===== config.mk =====
export PLATFORM = sky130hd
export DESIGN_NAME = quadrature_and_pwm_encoder_tracker_unit
export DESIGN_NICKNAME = d
export VERILOG_FILES = /design/src/design/qpet_pkg.sv /design/src/design/quadrature_and_pwm_encoder_tracker_unit.sv
export SDC_FILE = /design/constraint.sdc
export NUM_CORES = 1
export LEC_CHECK = 0
export ABC_AREA = 1
export BUFFER_PORTS_ARGS = -buffer_cell sky130_fd_sc_hd__clkbuf_2
export CAP_MARGIN = 20
export CORE_UTILIZATION = 57
export DETAILED_ROUTE_END_ITERATION = 10
export PLACE_DENSITY_LB_ADDON = 0.25
export RECOVER_POWER = 100
export SETUP_SLACK_MARGIN = 0.15
export SYNTH_ARGS = -nofsm -noshare
export SYNTH_HDL_FRONTEND = slang
export SYNTH_SLANG_ARGS = --single-unit

===== constraint.sdc =====
create_clock -name clk -period 18.8 [get_ports clk]
set_clock_uncertainty 0.05 [all_clocks]
set_input_delay 0 -clock clk [delete_from_list [all_inputs] [get_ports clk]]
set_output_delay 0 -clock clk [all_outputs]
set_load 0.01 [all_outputs]

===== src/design/qpet_pkg.sv =====
// ----------------------------------------------------------------------------
// Quadrature and PWM encoder tracker package
// Widths, reset values, request codes, register indexes and sequencer states
// shared by the tracker.
// ----------------------------------------------------------------------------
package qpet_pkg;

	// Word and digit geometry of the serial datapath.
	localparam int WORD_BITS    = 32;
	localparam int DIGIT_BITS   = 8;
	localparam int DIGIT_SHIFT  = $clog2(DIGIT_BITS);
	localparam int NUM_DIGITS   = WORD_BITS / DIGIT_BITS;
	localparam int DIG_IDX_BITS = $clog2(NUM_DIGITS);
	localparam int DSEL_BITS    = DIG_IDX_BITS + DIGIT_SHIFT;

	// Quadrature counter sample geometry.
	localparam int CNT_BITS     = 16;
	localparam int CNT_DIGITS   = CNT_BITS / DIGIT_BITS;
	localparam int CNT_IDX_BITS = $clog2(CNT_DIGITS);
	localparam int CSEL_BITS    = CNT_IDX_BITS + DIGIT_SHIFT;

	// PWM age and timeout.
	localparam int AGE_BITS     = 11;
	localparam int TIMEOUT_BITS = 10;
	localparam int MS_BITS      = 8;

	// Angle divider.
	localparam int QUOT_BITS    = 16;
	localparam int DIV_CNT_BITS = $clog2(QUOT_BITS);
	localparam int ANGLE_OFFSET = 16;

	// Configuration port.
	localparam int APB_DATA_BITS = 32;
	localparam int APB_ADDR_BITS = 4;
	localparam int REG_IDX_BITS  = 2;

	// Reset values.
	localparam logic [WORD_BITS-1:0]    TIMER_LOAD_RESET = 32'd3999999;
	localparam logic [TIMEOUT_BITS-1:0] TIMEOUT_RESET    = 10'd100;
	localparam logic [AGE_BITS-1:0]     AGE_RESET        = 11'd101;

	// Request codes.
	typedef enum logic [2:0] {
		REQ_TICK     = 3'd0,
		REQ_RISE     = 3'd1,
		REQ_FALL     = 3'd2,
		REQ_ZEDGE    = 3'd3,
		REQ_SET_ZERO = 3'd4
	} req_type_t;

	// Register indexes.
	typedef enum logic [REG_IDX_BITS-1:0] {
		REG_TIMER_LOAD = 2'd0,
		REG_TIMEOUT    = 2'd1,
		REG_INVERT     = 2'd2
	} reg_idx_t;

	// Sequencer states.
	typedef enum logic [2:0] {
		ST_IDLE,
		ST_ADD,
		ST_SPAN,
		ST_WRAP,
		ST_DIV_LOAD,
		ST_DIV,
		ST_DONE
	} seq_state_t;

endpackage


===== src/design/quadrature_and_pwm_encoder_tracker_unit.sv =====
// ----------------------------------------------------------------------------
// Quadrature and PWM encoder tracker
// Extends a sampled quadrature counter into a wrapping position, counts index
// turns and measures a PWM duty cycle into an absolute angle. Arithmetic runs
// one 8-bit digit per cycle; the angle comes from a one-bit-per-cycle divider.
// ----------------------------------------------------------------------------
// Paths from accept to result valid: a tick or Z edge runs the add digits; a
// PWM capture runs the span and wrap digits and, when the reading is in range,
// the 16-step divider; set zero, unused codes and early captures go straight to
// the result. The digit sequencer works on one item at a time, so the next item
// is taken the cycle after the result register loads. Reset (arst_n low) restores
// register defaults, sets age_q to AGE_RESET and clears the other tracking state.
module quadrature_and_pwm_encoder_tracker_unit
	import qpet_pkg::*;
(
	input  logic                      clk,
	input  logic                      arst_n,

	// Input item channel.
	input  logic                      in_valid,
	output logic                      in_stall,
	input  logic [2:0]                req_type,
	input  logic [CNT_BITS-1:0]       qei_count,
	input  logic                      qei_down,
	input  logic [WORD_BITS-1:0]      capture_value,
	input  logic [MS_BITS-1:0]        tick_ms,

	// Result channel.
	output logic                      out_valid,
	input  logic                      out_stall,
	output logic signed [WORD_BITS-1:0] position,
	output logic signed [WORD_BITS-1:0] z_turns,
	output logic signed [WORD_BITS-1:0] position_at_z,
	output logic                      angle_valid,
	output logic [QUOT_BITS-1:0]      pwm_angle,

	// Configuration port.
	input  logic                      psel,
	input  logic                      penable,
	input  logic                      pwrite,
	input  logic [APB_ADDR_BITS-1:0]  paddr,
	input  logic [APB_DATA_BITS-1:0]  pwdata,
	output logic [APB_DATA_BITS-1:0]  prdata,
	output logic                      pready
);

	// Configuration registers.
	logic [WORD_BITS-1:0]    timer_load_q;
	logic [TIMEOUT_BITS-1:0] timeout_q;
	logic                    invert_q;

	// Tracking state.
	logic [WORD_BITS-1:0] accum_q;
	logic [WORD_BITS-1:0] zoff_q;
	logic [WORD_BITS-1:0] pos_q;
	logic [CNT_BITS-1:0]  last_q;
	logic [WORD_BITS-1:0] turn_q;
	logic [WORD_BITS-1:0] zpos_q;
	logic [WORD_BITS-1:0] last_rise_q;
	logic [WORD_BITS-1:0] period_q;
	logic [WORD_BITS-1:0] high_q;
	logic [AGE_BITS-1:0]  age_q;
	logic                 seen_rise_q;
	logic                 pwm_ok_q;
	logic                 in_range_q;
	logic [QUOT_BITS-1:0] angle_q;

	// Item held while it is worked on.
	req_type_t            req_q;
	logic [CNT_BITS-1:0]  sample_q;
	logic                 down_q;
	logic [WORD_BITS-1:0] cap_q;

	// Sequencer, digit counter, carries and scratch.
	seq_state_t              state_q, state_d;
	logic [DIG_IDX_BITS-1:0] dig_q;
	logic                    dbor_q;
	logic                    acy_q;
	logic                    pcy_q;
	logic                    tcy_q;
	logic                    scy_q;
	logic                    wcy_q;
	logic                    kcy_q;
	logic                    sign_q;
	logic                    wrap_q;
	logic                    nz_q;
	logic [WORD_BITS-1:0]    tmp_q;
	logic [WORD_BITS-1:0]    rem_q;
	logic [QUOT_BITS-1:0]    quot_q;
	logic [DIV_CNT_BITS-1:0] div_cnt_q;

	// Result register.
	logic                 out_valid_q;
	logic [WORD_BITS-1:0] out_pos_q;
	logic [WORD_BITS-1:0] out_turn_q;
	logic [WORD_BITS-1:0] out_zpos_q;
	logic                 out_avalid_q;
	logic [QUOT_BITS-1:0] out_angle_q;

	// Handshake terms.
	logic in_xfer;
	logic out_load;
	logic cfg_write;
	logic last_dig;
	logic last_div;
	reg_idx_t reg_sel;

	// Digit selection.
	logic [DSEL_BITS-1:0]  dsel;
	logic [CSEL_BITS-1:0]  csel;
	logic                  cnt_lo;

	// Count delta, position and turn chains.
	logic [DIGIT_BITS-1:0] s_dig, l_dig, d_dig, t_add;
	logic [DIGIT_BITS:0]   d_sum, a_sum, p_sum, t_sum;
	logic                  turn_neg;

	// Capture span and compare chains.
	logic [DIGIT_BITS:0]   x_sum, r_sum, k_sum;
	logic [DIGIT_BITS-1:0] per_e, hi_e;
	logic                  nz_n;
	logic                  is_rise;

	// Divider step.
	logic [WORD_BITS:0]    r2;
	logic [WORD_BITS+1:0]  dv;
	logic                  ge;
	logic [QUOT_BITS-1:0]  quot_n;
	logic [QUOT_BITS-1:0]  angle_n;

	// Age update on a tick.
	logic [AGE_BITS-1:0]   age_n;
	logic                  age_live;

	assign in_stall  = (state_q != ST_IDLE);
	assign in_xfer   = in_valid && !in_stall;
	assign out_load  = (state_q == ST_DONE) && (!out_valid_q || !out_stall);
	assign pready    = 1'b1;
	assign cfg_write = psel && penable && pwrite && pready;
	assign reg_sel   = reg_idx_t'(paddr[REG_IDX_BITS+1:2]);
	assign last_dig  = (dig_q == DIG_IDX_BITS'(NUM_DIGITS - 1));
	assign last_div  = (div_cnt_q == DIV_CNT_BITS'(QUOT_BITS - 1));
	assign is_rise   = (req_q == REQ_RISE);
	assign turn_neg  = down_q ^ invert_q;

	// Configuration read mux.
	always_comb begin
		prdata = '0;
		unique case (reg_sel)
			REG_TIMER_LOAD: prdata = timer_load_q;
			REG_TIMEOUT:    prdata = APB_DATA_BITS'(timeout_q);
			REG_INVERT:     prdata = APB_DATA_BITS'(invert_q);
			default:        prdata = '0;
		endcase
	end

	// Configuration writes.
	always_ff @(posedge clk or negedge arst_n) begin
		if (!arst_n) begin
			timer_load_q <= TIMER_LOAD_RESET;
			timeout_q    <= TIMEOUT_RESET;
			invert_q     <= 1'b0;
		end else if (cfg_write) begin
			unique case (reg_sel)
				REG_TIMER_LOAD: timer_load_q <= pwdata[WORD_BITS-1:0];
				REG_TIMEOUT:    timeout_q    <= pwdata[TIMEOUT_BITS-1:0];
				REG_INVERT:     invert_q     <= pwdata[0];
				default:        ;
			endcase
		end
	end

	// Digit datapath: every chain works on the digit picked by dig_q.
	always_comb begin
		dsel   = {dig_q, {DIGIT_SHIFT{1'b0}}};
		csel   = {dig_q[CNT_IDX_BITS-1:0], {DIGIT_SHIFT{1'b0}}};
		cnt_lo = (dig_q < DIG_IDX_BITS'(CNT_DIGITS));

		// Counter difference; digits above the sample carry its sign.
		s_dig = sample_q[csel +: DIGIT_BITS];
		l_dig = last_q[csel +: DIGIT_BITS];
		d_sum = {1'b0, s_dig} - {1'b0, l_dig} - {{DIGIT_BITS{1'b0}}, dbor_q};
		d_dig = cnt_lo ? d_sum[DIGIT_BITS-1:0] : {DIGIT_BITS{sign_q}};

		// Accumulated count plus or minus the delta, then minus the zero offset.
		a_sum = {1'b0, accum_q[dsel +: DIGIT_BITS]}
			+ {1'b0, (invert_q ? ~d_dig : d_dig)}
			+ {{DIGIT_BITS{1'b0}}, acy_q};
		p_sum = {1'b0, a_sum[DIGIT_BITS-1:0]}
			+ {1'b0, ~zoff_q[dsel +: DIGIT_BITS]}
			+ {{DIGIT_BITS{1'b0}}, pcy_q};

		// Turn count step of plus or minus one.
		if (turn_neg) begin
			t_add = {DIGIT_BITS{1'b1}};
		end else begin
			t_add = (dig_q == '0) ? DIGIT_BITS'(1) : '0;
		end
		t_sum = {1'b0, turn_q[dsel +: DIGIT_BITS]} + {1'b0, t_add}
			+ {{DIGIT_BITS{1'b0}}, tcy_q};

		// Older capture minus newer capture.
		x_sum = {1'b0, last_rise_q[dsel +: DIGIT_BITS]}
			+ {1'b0, ~cap_q[dsel +: DIGIT_BITS]}
			+ {{DIGIT_BITS{1'b0}}, scy_q};

		// Add the wrap span when the timer wrapped between the captures.
		r_sum = {1'b0, tmp_q[dsel +: DIGIT_BITS]}
			+ {1'b0, (wrap_q ? timer_load_q[dsel +: DIGIT_BITS] : {DIGIT_BITS{1'b0}})}
			+ {{DIGIT_BITS{1'b0}}, wcy_q};

		// Period above high time, with the digit being written taken as new.
		per_e = is_rise ? r_sum[DIGIT_BITS-1:0] : period_q[dsel +: DIGIT_BITS];
		hi_e  = is_rise ? high_q[dsel +: DIGIT_BITS] : r_sum[DIGIT_BITS-1:0];
		k_sum = {1'b0, per_e} + {1'b0, ~hi_e} + {{DIGIT_BITS{1'b0}}, kcy_q};
		nz_n  = nz_q || (hi_e != '0);
	end

	// Restoring divider step and angle offset.
	always_comb begin
		r2      = {rem_q, 1'b0};
		dv      = {1'b0, r2} - {2'b00, period_q};
		ge      = !dv[WORD_BITS+1];
		quot_n  = {quot_q[QUOT_BITS-2:0], ge};
		angle_n = (quot_n > QUOT_BITS'(ANGLE_OFFSET)) ?
			(quot_n - QUOT_BITS'(ANGLE_OFFSET)) : '0;
	end

	// PWM age advances on a tick until it passes the timeout.
	always_comb begin
		age_live = ({1'b0, timeout_q} >= age_q);
		age_n    = age_live ? (age_q + AGE_BITS'(tick_ms)) : age_q;
	end

	// Sequencer state register.
	always_ff @(posedge clk or negedge arst_n) begin
		if (!arst_n) begin
			state_q <= ST_IDLE;
		end else begin
			state_q <= state_d;
		end
	end

	// Sequencer next state.
	always_comb begin
		state_d = state_q;
		unique case (state_q)
			ST_IDLE: begin
				if (in_xfer) begin
					unique case (req_type_t'(req_type))
						REQ_TICK, REQ_ZEDGE: state_d = ST_ADD;
						REQ_RISE, REQ_FALL:  state_d = seen_rise_q ? ST_SPAN : ST_DONE;
						default:             state_d = ST_DONE;
					endcase
				end
			end
			ST_ADD: begin
				if (last_dig) begin
					state_d = ST_DONE;
				end
			end
			ST_SPAN: begin
				if (last_dig) begin
					state_d = ST_WRAP;
				end
			end
			ST_WRAP: begin
				if (last_dig) begin
					state_d = (k_sum[DIGIT_BITS] && nz_n) ? ST_DIV_LOAD : ST_DONE;
				end
			end
			ST_DIV_LOAD: state_d = ST_DIV;
			ST_DIV: begin
				if (last_div) begin
					state_d = ST_DONE;
				end
			end
			ST_DONE: begin
				if (out_load) begin
					state_d = ST_IDLE;
				end
			end
			default: state_d = ST_IDLE;
		endcase
	end

	// Held item.
	always_ff @(posedge clk) begin
		if (in_xfer) begin
			req_q    <= req_type_t'(req_type);
			sample_q <= qei_count;
			down_q   <= qei_down;
			cap_q    <= capture_value;
		end
	end

	// Tracking state and digit sequencing.
	always_ff @(posedge clk or negedge arst_n) begin
		if (!arst_n) begin
			accum_q     <= '0;
			zoff_q      <= '0;
			pos_q       <= '0;
			last_q      <= '0;
			turn_q      <= '0;
			zpos_q      <= '0;
			last_rise_q <= '0;
			period_q    <= '0;
			high_q      <= '0;
			age_q       <= AGE_RESET;
			seen_rise_q <= 1'b0;
			pwm_ok_q    <= 1'b0;
			in_range_q  <= 1'b0;
			angle_q     <= '0;
			dig_q       <= '0;
			dbor_q      <= 1'b0;
			acy_q       <= 1'b0;
			pcy_q       <= 1'b0;
			tcy_q       <= 1'b0;
			scy_q       <= 1'b0;
			wcy_q       <= 1'b0;
			kcy_q       <= 1'b0;
			sign_q      <= 1'b0;
			wrap_q      <= 1'b0;
			nz_q        <= 1'b0;
			tmp_q       <= '0;
			rem_q       <= '0;
			quot_q      <= '0;
			div_cnt_q   <= '0;
		end else begin
			unique case (state_q)
				ST_IDLE: begin
					if (in_xfer) begin
						// Chains start on the lowest digit with their carry-in.
						dig_q  <= '0;
						dbor_q <= 1'b0;
						acy_q  <= invert_q;
						pcy_q  <= 1'b1;
						tcy_q  <= 1'b0;
						scy_q  <= 1'b1;
						sign_q <= 1'b0;
						unique case (req_type_t'(req_type))
							REQ_TICK: begin
								age_q <= age_n;
								if ({1'b0, timeout_q} < age_n) begin
									pwm_ok_q <= 1'b0;
								end
							end
							REQ_RISE: begin
								if (!seen_rise_q) begin
									last_rise_q <= capture_value;
									seen_rise_q <= 1'b1;
								end
							end
							REQ_SET_ZERO: begin
								zoff_q <= accum_q;
								pos_q  <= '0;
								turn_q <= '0;
								zpos_q <= '0;
							end
							default: ;
						endcase
					end
				end
				ST_ADD: begin
					dbor_q <= d_sum[DIGIT_BITS];
					acy_q  <= a_sum[DIGIT_BITS];
					pcy_q  <= p_sum[DIGIT_BITS];
					tcy_q  <= t_sum[DIGIT_BITS];
					dig_q  <= dig_q + DIG_IDX_BITS'(1);
					if (dig_q == DIG_IDX_BITS'(CNT_DIGITS - 1)) begin
						sign_q <= d_sum[DIGIT_BITS-1];
					end
					if (req_q == REQ_TICK) begin
						accum_q[dsel +: DIGIT_BITS] <= a_sum[DIGIT_BITS-1:0];
						pos_q[dsel +: DIGIT_BITS]   <= p_sum[DIGIT_BITS-1:0];
						if (cnt_lo) begin
							last_q[csel +: DIGIT_BITS] <= s_dig;
						end
					end else begin
						zpos_q[dsel +: DIGIT_BITS] <= p_sum[DIGIT_BITS-1:0];
						turn_q[dsel +: DIGIT_BITS] <= t_sum[DIGIT_BITS-1:0];
					end
				end
				ST_SPAN: begin
					tmp_q[dsel +: DIGIT_BITS] <= x_sum[DIGIT_BITS-1:0];
					scy_q <= x_sum[DIGIT_BITS];
					dig_q <= dig_q + DIG_IDX_BITS'(1);
					if (last_dig) begin
						// A final borrow means the timer wrapped: add load plus one.
						wrap_q <= !x_sum[DIGIT_BITS];
						wcy_q  <= !x_sum[DIGIT_BITS];
						kcy_q  <= 1'b0;
						nz_q   <= 1'b0;
						dig_q  <= '0;
						if (is_rise) begin
							last_rise_q <= cap_q;
						end
					end
				end
				ST_WRAP: begin
					if (is_rise) begin
						period_q[dsel +: DIGIT_BITS] <= r_sum[DIGIT_BITS-1:0];
					end else begin
						high_q[dsel +: DIGIT_BITS] <= r_sum[DIGIT_BITS-1:0];
					end
					wcy_q <= r_sum[DIGIT_BITS];
					kcy_q <= k_sum[DIGIT_BITS];
					nz_q  <= nz_n;
					dig_q <= dig_q + DIG_IDX_BITS'(1);
					if (last_dig) begin
						in_range_q <= k_sum[DIGIT_BITS] && nz_n;
						dig_q      <= '0;
						// A falling edge inside the period refreshes the reading.
						if (!is_rise && k_sum[DIGIT_BITS] && nz_n) begin
							age_q    <= '0;
							pwm_ok_q <= 1'b1;
						end
					end
				end
				ST_DIV_LOAD: begin
					rem_q     <= high_q;
					quot_q    <= '0;
					div_cnt_q <= '0;
				end
				ST_DIV: begin
					rem_q     <= ge ? dv[WORD_BITS-1:0] : r2[WORD_BITS-1:0];
					quot_q    <= quot_n;
					div_cnt_q <= div_cnt_q + DIV_CNT_BITS'(1);
					if (last_div) begin
						angle_q <= angle_n;
					end
				end
				ST_DONE: ;
				default: ;
			endcase
		end
	end

	// Result register: loads when the previous result has been taken.
	always_ff @(posedge clk or negedge arst_n) begin
		if (!arst_n) begin
			out_valid_q <= 1'b0;
		end else if (out_load) begin
			out_valid_q <= 1'b1;
		end else if (!out_stall) begin
			out_valid_q <= 1'b0;
		end
	end

	always_ff @(posedge clk) begin
		if (out_load) begin
			out_pos_q    <= pos_q;
			out_turn_q   <= turn_q;
			out_zpos_q   <= zpos_q;
			out_avalid_q <= pwm_ok_q && in_range_q;
			out_angle_q  <= (pwm_ok_q && in_range_q) ? angle_q : '0;
		end
	end

	assign out_valid     = out_valid_q;
	assign position      = signed'(out_pos_q);
	assign z_turns       = signed'(out_turn_q);
	assign position_at_z = signed'(out_zpos_q);
	assign angle_valid   = out_avalid_q;
	assign pwm_angle     = out_angle_q;

endmodule

==> results of run 1 <==
[power breakdown]
group,switching [mW],leakage (nW),internal [mW]
logic,2.29,7.69,1.05
clock network,0.541,1.02,0.729
registers,0.172,7.36,1.70
[flip-flops by register name, indices dropped and copies added, names as in the netlist, 4 cells and up]
name           count
accum_q           32
cap_q             32
high_q            32
last_rise_q       32
period_q          32
pos_q             32
position          32
position_at_z     32
rem_q             32
timer_load_q      32
tmp_q             32
turn_q            32
z_turns           32
zoff_q            32
zpos_q            32
angle_q           16
last_q            16
pwm_angle         16
sample_q          16
quot_q            15
age_q             11
timeout_q         10
div_cnt_q          4
[cells by family (layout without fill, tap and decap cells)]
family | Yosys count | count (layout) | share of synthesized area, %
muxes | 1 | 1 | 0.0319
buffers and inverters | 544 | 868 | 6.67
AOI/OAI and AO/OA | 953 | 953 | 16.8
DFF | 609 | 609 | 51.2
adders and majority gates | 134 | 134 | 5.67
other | 1 | 2 | 0.0119
and+or+nand+nor | 1387 | 1387 | 17.7
xor gates and xnor gates | 69 | 69 | 1.92
[critical path: stages, from the launching register on]
cell	delay (ns)
dfrtp_1	0.90
clkinvlp_2	2.37
clkbuf_1	1.82
ha_1	1.14
clkbuf_1	0.75
inv_1	0.33
clkbuf_1	1.58
nand2_1	0.21
nand2_1	0.56
inv_1	0.31
nand2_1	0.37
o21ai_0	0.17
[through the flow]
step	total power, mW	std cells	hold WS, ns	util, %
after floorplan	4.19	3698	-0.346	-
after global placement	5.08	4506	0.0708	61.1
after detailed placement	5.15	4506	0.0756	61.1
after CTS	6.46	4717	0.0270	66.7
after global routing	6.98	4718	0.0492	66.0
final	6.49	4719	0.0381	66.0
[how the worst max path moves through the flow]
stage                     depth (start not counted)                    from  slack, ns                     end
after floorplan                                   4  state_q[1]$_DFFE_PN0P_      11.86   angle_valid$_DFFE_PP_
after global placement                           25    dig_q[0]$_DFFE_PN0P_      12.94  zpos_q[15]$_DFFE_PN0P_
after detailed placement                         25    dig_q[0]$_DFFE_PN0P_      12.89  zpos_q[15]$_DFFE_PN0P_
after CTS                                        25    dig_q[0]$_DFFE_PN0P_      12.86  zpos_q[15]$_DFFE_PN0P_
after global routing                             11    dig_q[0]$_DFFE_PN0P_       7.31   zpos_q[7]$_DFFE_PN0P_
final                                            11    dig_q[0]$_DFFE_PN0P_       8.01   zpos_q[5]$_DFFE_PN0P_
[cell usage in the layout, fill, tap and decap left out, types with 22 or more instances in the layout]
cell / instances
nand2_1: 885
o21ai_0: 502
dfrtp_1: 422
inv_1: 371
nor2_1: 329
a21oi_1: 228
clkbuf_1: 217
edfxtp_1: 165
ha_1: 120
nand3_1: 92
dlygate4sd3_1: 90
o22ai_1: 75
clkbuf_16: 67
clkbuf_2: 66
xor2_1: 51
a31oi_1: 39
nor3_1: 27
o31ai_1: 22
[final cells by class]
cell class                 instances  area [um2]
fill                            4527       18400
sequential                       609       16100
multi-input combinational       2545       13200
timing repair buffer             362        2040
clock buffer                      93        1830
inverter                         385        1450
tap                              696         871
clock inverter                    28         273
antenna                            1        2.50
[routing by layer]
layer	share of wire [%]	vias to the layer above
met5	0	-
met4	3.1	0
met3	7.9	192
met2	47	1170
met1	42	12800
li1	-	12900
==> flow_summary_export.csv, run 1 <==
group,metric,value,unit
synth,synth_area_leaders,"dfrtp_1 34%, edfxtp_1 16%, nand2_1 11%",
cts,clkLatencyLatePin,0.61,ns
min_path,min_path_cells,6,
timing,finalSetupViolCount,0,
status,violations,"max-capacitance violations, max-slew violations",
global_routing,grt_use_met3,5.22,%
global_routing,grt_max_degree,115,
cts,root_buffer,"clkbuf_16",
die,die_x,237,um
placement,hpwlAfterDp,56600,um
timing,period_needed,10.79,ns
timing,slew_violations,971,
cts,cts_sinks,609,
flow_run,drv_cap,16,
route,drc_errors,0,
synth,synth_warnings,0,
die,core_area,54100,um2
timing,rsz0062_at_grt,"no",
route,wl,84900,um
worst_setup_path,worstSetupStartpointType,"flop",
synth,synth_nets,3935,
timing,finalCritPeriodShare,57.4,%
synth,synth_edf_count,165,
worst_setup_path,r2r_slack,8.01,ns
placement,portBuffers,247,
synth,ys_ff_latch,609,
route,vias,27100,
cts,clk_pin_slew,0.06,ns
die,dieArea,56000,um2
timing,tightestPinTransition,6.39,ns
finish,final_area,35700,um2
worst_setup_path,critPathMaxFanout,77,
route,wl_per_cell,18.0,um
synth,synth_top_area_share,33.7,%
synth,synthFlopType,"dfrtp_1",
power_and_ir_drop,p_per_area,182,nW/um2
min_path,hold_end,"age_q[1]$_DFFE_PN0P_",
finish,fin_nets,4206,
worst_setup_path,required,19.20,ns
synth,synth_cell_types,56,
die,num_rows,85,
cts,cts_tree,"yes",
status,status,"complete, but fails checks",
global_routing,grt_pass1_wl,137000,um
die,die_y,237,um
die,start_util,58.0,%
cts,ctsHoldBuffers,90,
min_path,hold_class,"in2reg",
cts,cts_buffers,66,
cts,clk_path_buf_depth,3,
timing,fmax,92.7,MHz
synth,synth.avg_cell_area,8.49,um2
global_routing,first_global_vias,26200,
die,boundaryPins,251,
route,ant_nets,0,
global_routing,grt_usage,30.6,%
worst_setup_path,timing.rr.start,"dig_q[0]$_DFFE_PN0P_",
min_path,min_from,"tick_ms[1]",
synth,async_flop_share,72.9,%
global_routing,use_met2,49.9,%
timing,setup_tns,0,ns
synth,synth_most_common_cell,"nand2_1",
worst_setup_path,rr_worst_depth,11,
worst_setup_path,timing_worst_setup_path_type,"reg2reg",
route,drt_iter0_drc,2440,
power_and_ir_drop,leakage,16.1,nW
global_routing,top_usage_layer,"met2",
cts,htree_levels,3,
synth,yosysTopAreaCell,"dfrtp_1",
cts,cts_setup_buffers,0,
synth,syn_area,31400,um2
global_routing,grt_antenna_before_repair,0,
route,drt-pass1-iter-count,6,
route,avgViaCountPerCell,5.75,
worst_setup_path,reg2reg_to,"zpos_q[5]$_DFFE_PN0P_",
placement,finalWeightedCongestion,0.955,
power_and_ir_drop,irDropWorstVdd,0.146,mV
synth,seq_area_frac_synth,51.2,%
cts,cts_resized,0,
global_routing,grt_overflow_total,0,
finish,synthToLayoutAreaGrowth,13.8,%
timing,maxSlewHeadroom,-326,%
global_routing,gr-usage-met1,41.6,%
worst_setup_path,critPathCaptureType,"flop",
finish,drive_gt1_share,5.45,%
synth,synth_cells,3698,
timing,setup_slack,8.01,ns
placement,post-place-ws,12.89,ns
timing,hold_viol_final,0,
synth,yosys-top-cells-count,"884 x nand2_1, 494 x o21ai_0, 423 x dfrtp_1, 368 x inv_1, 323 x nor2_1",
worst_setup_path,cp.arrival,11.20,ns
placement,placed_area,33100,um2
Power figures use the tool's default switching activity.
==> run 2: changes to the inputs <==
- ABC_AREA: 1 -> 0
- clock period: 18.8 -> 10.93 ns (I/O delays scaled with it)
==> run 2 against run 1 <==
Effect of this change:
- the run still ends with max-capacitance violations, max-slew violations left
- first-iteration DRC count shrank 17%
- worst hold slack worse by 0.014 ns
- non-clock buffer count grew 17
- area after synthesis down 3.3%
- synthesized cell count decreased by 28%
- cell count fell by 21%
- maximum frequency grew 31%
- sequential share of layout area up 0.88 points
- count of clock-buffer cells in the layout unchanged
- largest cell class unchanged
==> flow_summary_export.csv, run 2 <==
group,metric,value,unit
status,status,"complete, but fails checks",
status,violations,"max-capacitance violations, max-slew violations",
cts,ctsHoldBuffers,92,
worst_setup_path,timing_worst_setup_path_type,"reg2reg",
global_routing,grt_pass1_wl,125000,um
worst_setup_path,slowest_stage,"clkbuf_1",
global_routing,grt_max_degree,168,
synth,synthFlopType,"dfrtp_1",
synth,synth_warnings,0,
worst_setup_path,cp.arrival,8.57,ns
finish,synthToLayoutAreaGrowth,15.4,%
timing,hold_viol_final,0,
synth,synth_cells,2661,
synth,synth_area_leaders,"dfrtp_1 35%, edfxtp_1 16%, mux4_2 5.3%",
global_routing,grt_antenna_before_repair,1,
die,num_rows,84,
die,core_area,52700,um2
synth,yosys-top-cells-count,"423 x dfrtp_1, 340 x nand2_1, 191 x o21ai_0, 165 x edfxtp_1, 128 x inv_1",
cts,cts_buffers,66,
flow_run,drv_cap,13,
timing,rsz0062_at_grt,"no",
finish,final_cell_mix,"420 x dfrtp_1, 341 x nand2_1, 210 x o21ai_0, 200 x clkbuf_1, 165 x edfxtp_1",
die,dieArea,54200,um2
timing,slew_violations,669,
timing,period_needed,8.24,ns
route,drt-pass1-iter-count,6,
timing,maxSlewHeadroom,-330,%
synth,ys_ff_latch,609,
finish,final_area,35100,um2
route,ant_nets,0,
synth,async_flop_share,72.9,%
worst_setup_path,crit_path_frequent_cell,"clkbuf_1",
placement,hpwlAfterDp,52700,um
finish,ff_latch_area,16100,um2
finish,multiInputGateArea,13300,um2
route,wl_per_cell,21.2,um
synth,seq_area_frac_synth,53.0,%
cts,htree_levels,3,
timing,tightestPinTransition,6.45,ns
die,start_util,57.7,%
die,die_y,233,um
timing,fmax,121,MHz
synth,synth_edf_count,165,
worst_setup_path,critPathMaxFanout,66,
finish,final_common_cell,"dfrtp_1",
cts,clk_path_buf_depth,3,
die,boundaryPins,251,
finish,drive_gt1_share,13.8,%
cts,root_buffer,"clkbuf_16",
synth,syn_area,30400,um2
cts,cts_sinks,609,
global_routing,grt_usage,29.6,%
min_path,hold_class,"in2reg",
power_and_ir_drop,leakage,15.1,nW
synth,yosysTopAreaCell,"dfrtp_1",
cts,clkLatencyLatePin,0.62,ns
worst_setup_path,slowest_delay,2.17,ns
power_and_ir_drop,p_per_area,295,nW/um2
global_routing,grt_overflow_total,0,
synth,synth_most_common_cell,"dfrtp_1",
finish,post_layout_nonfiller_instances,3715,
synth,synth.avg_cell_area,11.4,um2
timing,setup_tns,0,ns
placement,portBuffers,247,
finish,fin_nets,3210,
synth,synth_cell_types,75,
placement,finalWeightedCongestion,0.917,
cts,cts_tree,"yes",
worst_setup_path,critPathCaptureType,"flop",
timing,holdWs,0.0242,ns
cts,cts_setup_buffers,0,
cts,cts_resized,0,
synth,synth_nets,2898,
route,vias,22600,
global_routing,first_global_vias,22700,
timing,finalCritPeriodShare,75.4,%
cts,clk_pin_slew,0.06,ns
synth,synth_top_area_share,34.8,%
route,drc_errors,0,
power_and_ir_drop,irDropWorstVdd,0.249,mV
route,drt_iter0_drc,2020,
placement,placed_area,32300,um2
route,avgViaCountPerCell,6.09,
placement,post-place-ws,4.34,ns
worst_setup_path,required,11.25,ns
route,wl,78900,um
placement,dpl.cell_count,3493,
timing,setup_slack,2.69,ns
worst_setup_path,worstSetupStartpointType,"flop",
worst_setup_path,worstPathCellList,"clkbuf_1 > clkinv_1 > clkbuf_1 > and3_1 > nand2_1 > o21ai_0 > o21ai_4 > clkbuf_1 > o21ai_0",
die,die_x,233,um
finish,fillers,3946,
timing,finalSetupViolCount,0,
==> run 2: cell count changes after synthesis, sizes merged, moves of 66 or more <==
cell / delta
mux2: +121
o31ai: +67
nand2: -544
o21ai: -283
mux4: +71
o22ai: -71
nor2: -210
nand3: -66
inv: -251
a21oi: -127
==> run 2: final cells by class <==
| class | count | share of cell area [%] |
|---|---|---|
| Timing Repair Buffer | 379 | 6.35 |
| Clock buffer | 93 | 5.29 |
| Antenna cell | 1 | 0.00714 |
| Clock inverter | 28 | 0.771 |
| Multi-Input combinational cell | 1787 | 37.8 |
| Sequential cell | 609 | 45.9 |
| Tap cell | 688 | 2.46 |
| Inverter | 130 | 1.39 |
==> run 2: logic make-up after synthesis <==
kind of cell	Yosys count	synth area share [%]
other	1	0.0123
AO/OA/AOI/OAI	643	13.7
multiplexers	251	11.7
AND/OR/NAND/NOR	673	9.92
flip-flops	609	53.0
buffers and inverters	265	3.39
adder cells (fa/ha/maj)	134	5.87
XOR/XNOR	85	2.45
==> run 2: worst max-delay path, delay by kind of cell (launching register included) <==
family / cells / cell delay [ns]
buffers and inverters: 4 / 5.00
AND/OR/NAND/NOR: 2 / 1.76
AO/OA/AOI/OAI: 3 / 0.77
flip-flops: 1 / 0.34
==> run 2: worst paths after layout <==
path	start	end	slack (ns)	cells after the start
max in group asynchronous	arst_n	tmp_q[0]$_DFFE_PN0P_	3.84	4
min in group asynchronous	arst_n	rem_q[22]$_DFFE_PN0P_	2.30	2
min reg2reg	zpos_q[26]$_DFFE_PN0P_	position_at_z[26]$_DFFE_PP_	0.38	0
max reg2reg	state_q[0]$_DFFE_PN0P_	last_rise_q[30]$_DFFE_PN0P_	2.69	9
min	paddr[2]	invert_q$_DFFE_PN0P_	0.02	3
max	state_q[0]$_DFFE_PN0P_	last_rise_q[30]$_DFFE_PN0P_	2.69	9
==> run 2: where the power goes <==
group	internal (mW)	total (mW)	switching, mW	leakage (nW)
Sequential	2.87	3.26	0.387	7.49
Clock	1.25	2.20	0.945	1.04
Combinational	1.73	4.88	3.15	6.56
==> run 2: metrics by stage <==
step | total power, mW | util [%]
floorplan | 6.54 | -
global placement | 7.91 | 61.2
detailed placement | 8.05 | 61.3
CTS | 10.3 | 67.1
global route | 11.0 | 66.6
finish | 10.3 | 66.6
==> run 2: per-layer routing <==
layer / track usage, % / vias up / wire length, um / part of all wire [%]
li1: - / 10300 / - / -
met1: 40.2 / 11200 / 32800 / 42
met2: 46.7 / 963 / 37000 / 47
met3: 5.86 / 188 / 6130 / 7.8
met4: 12.1 / 2 / 2940 / 3.7
met5: 0 / - / 13 / 0.016
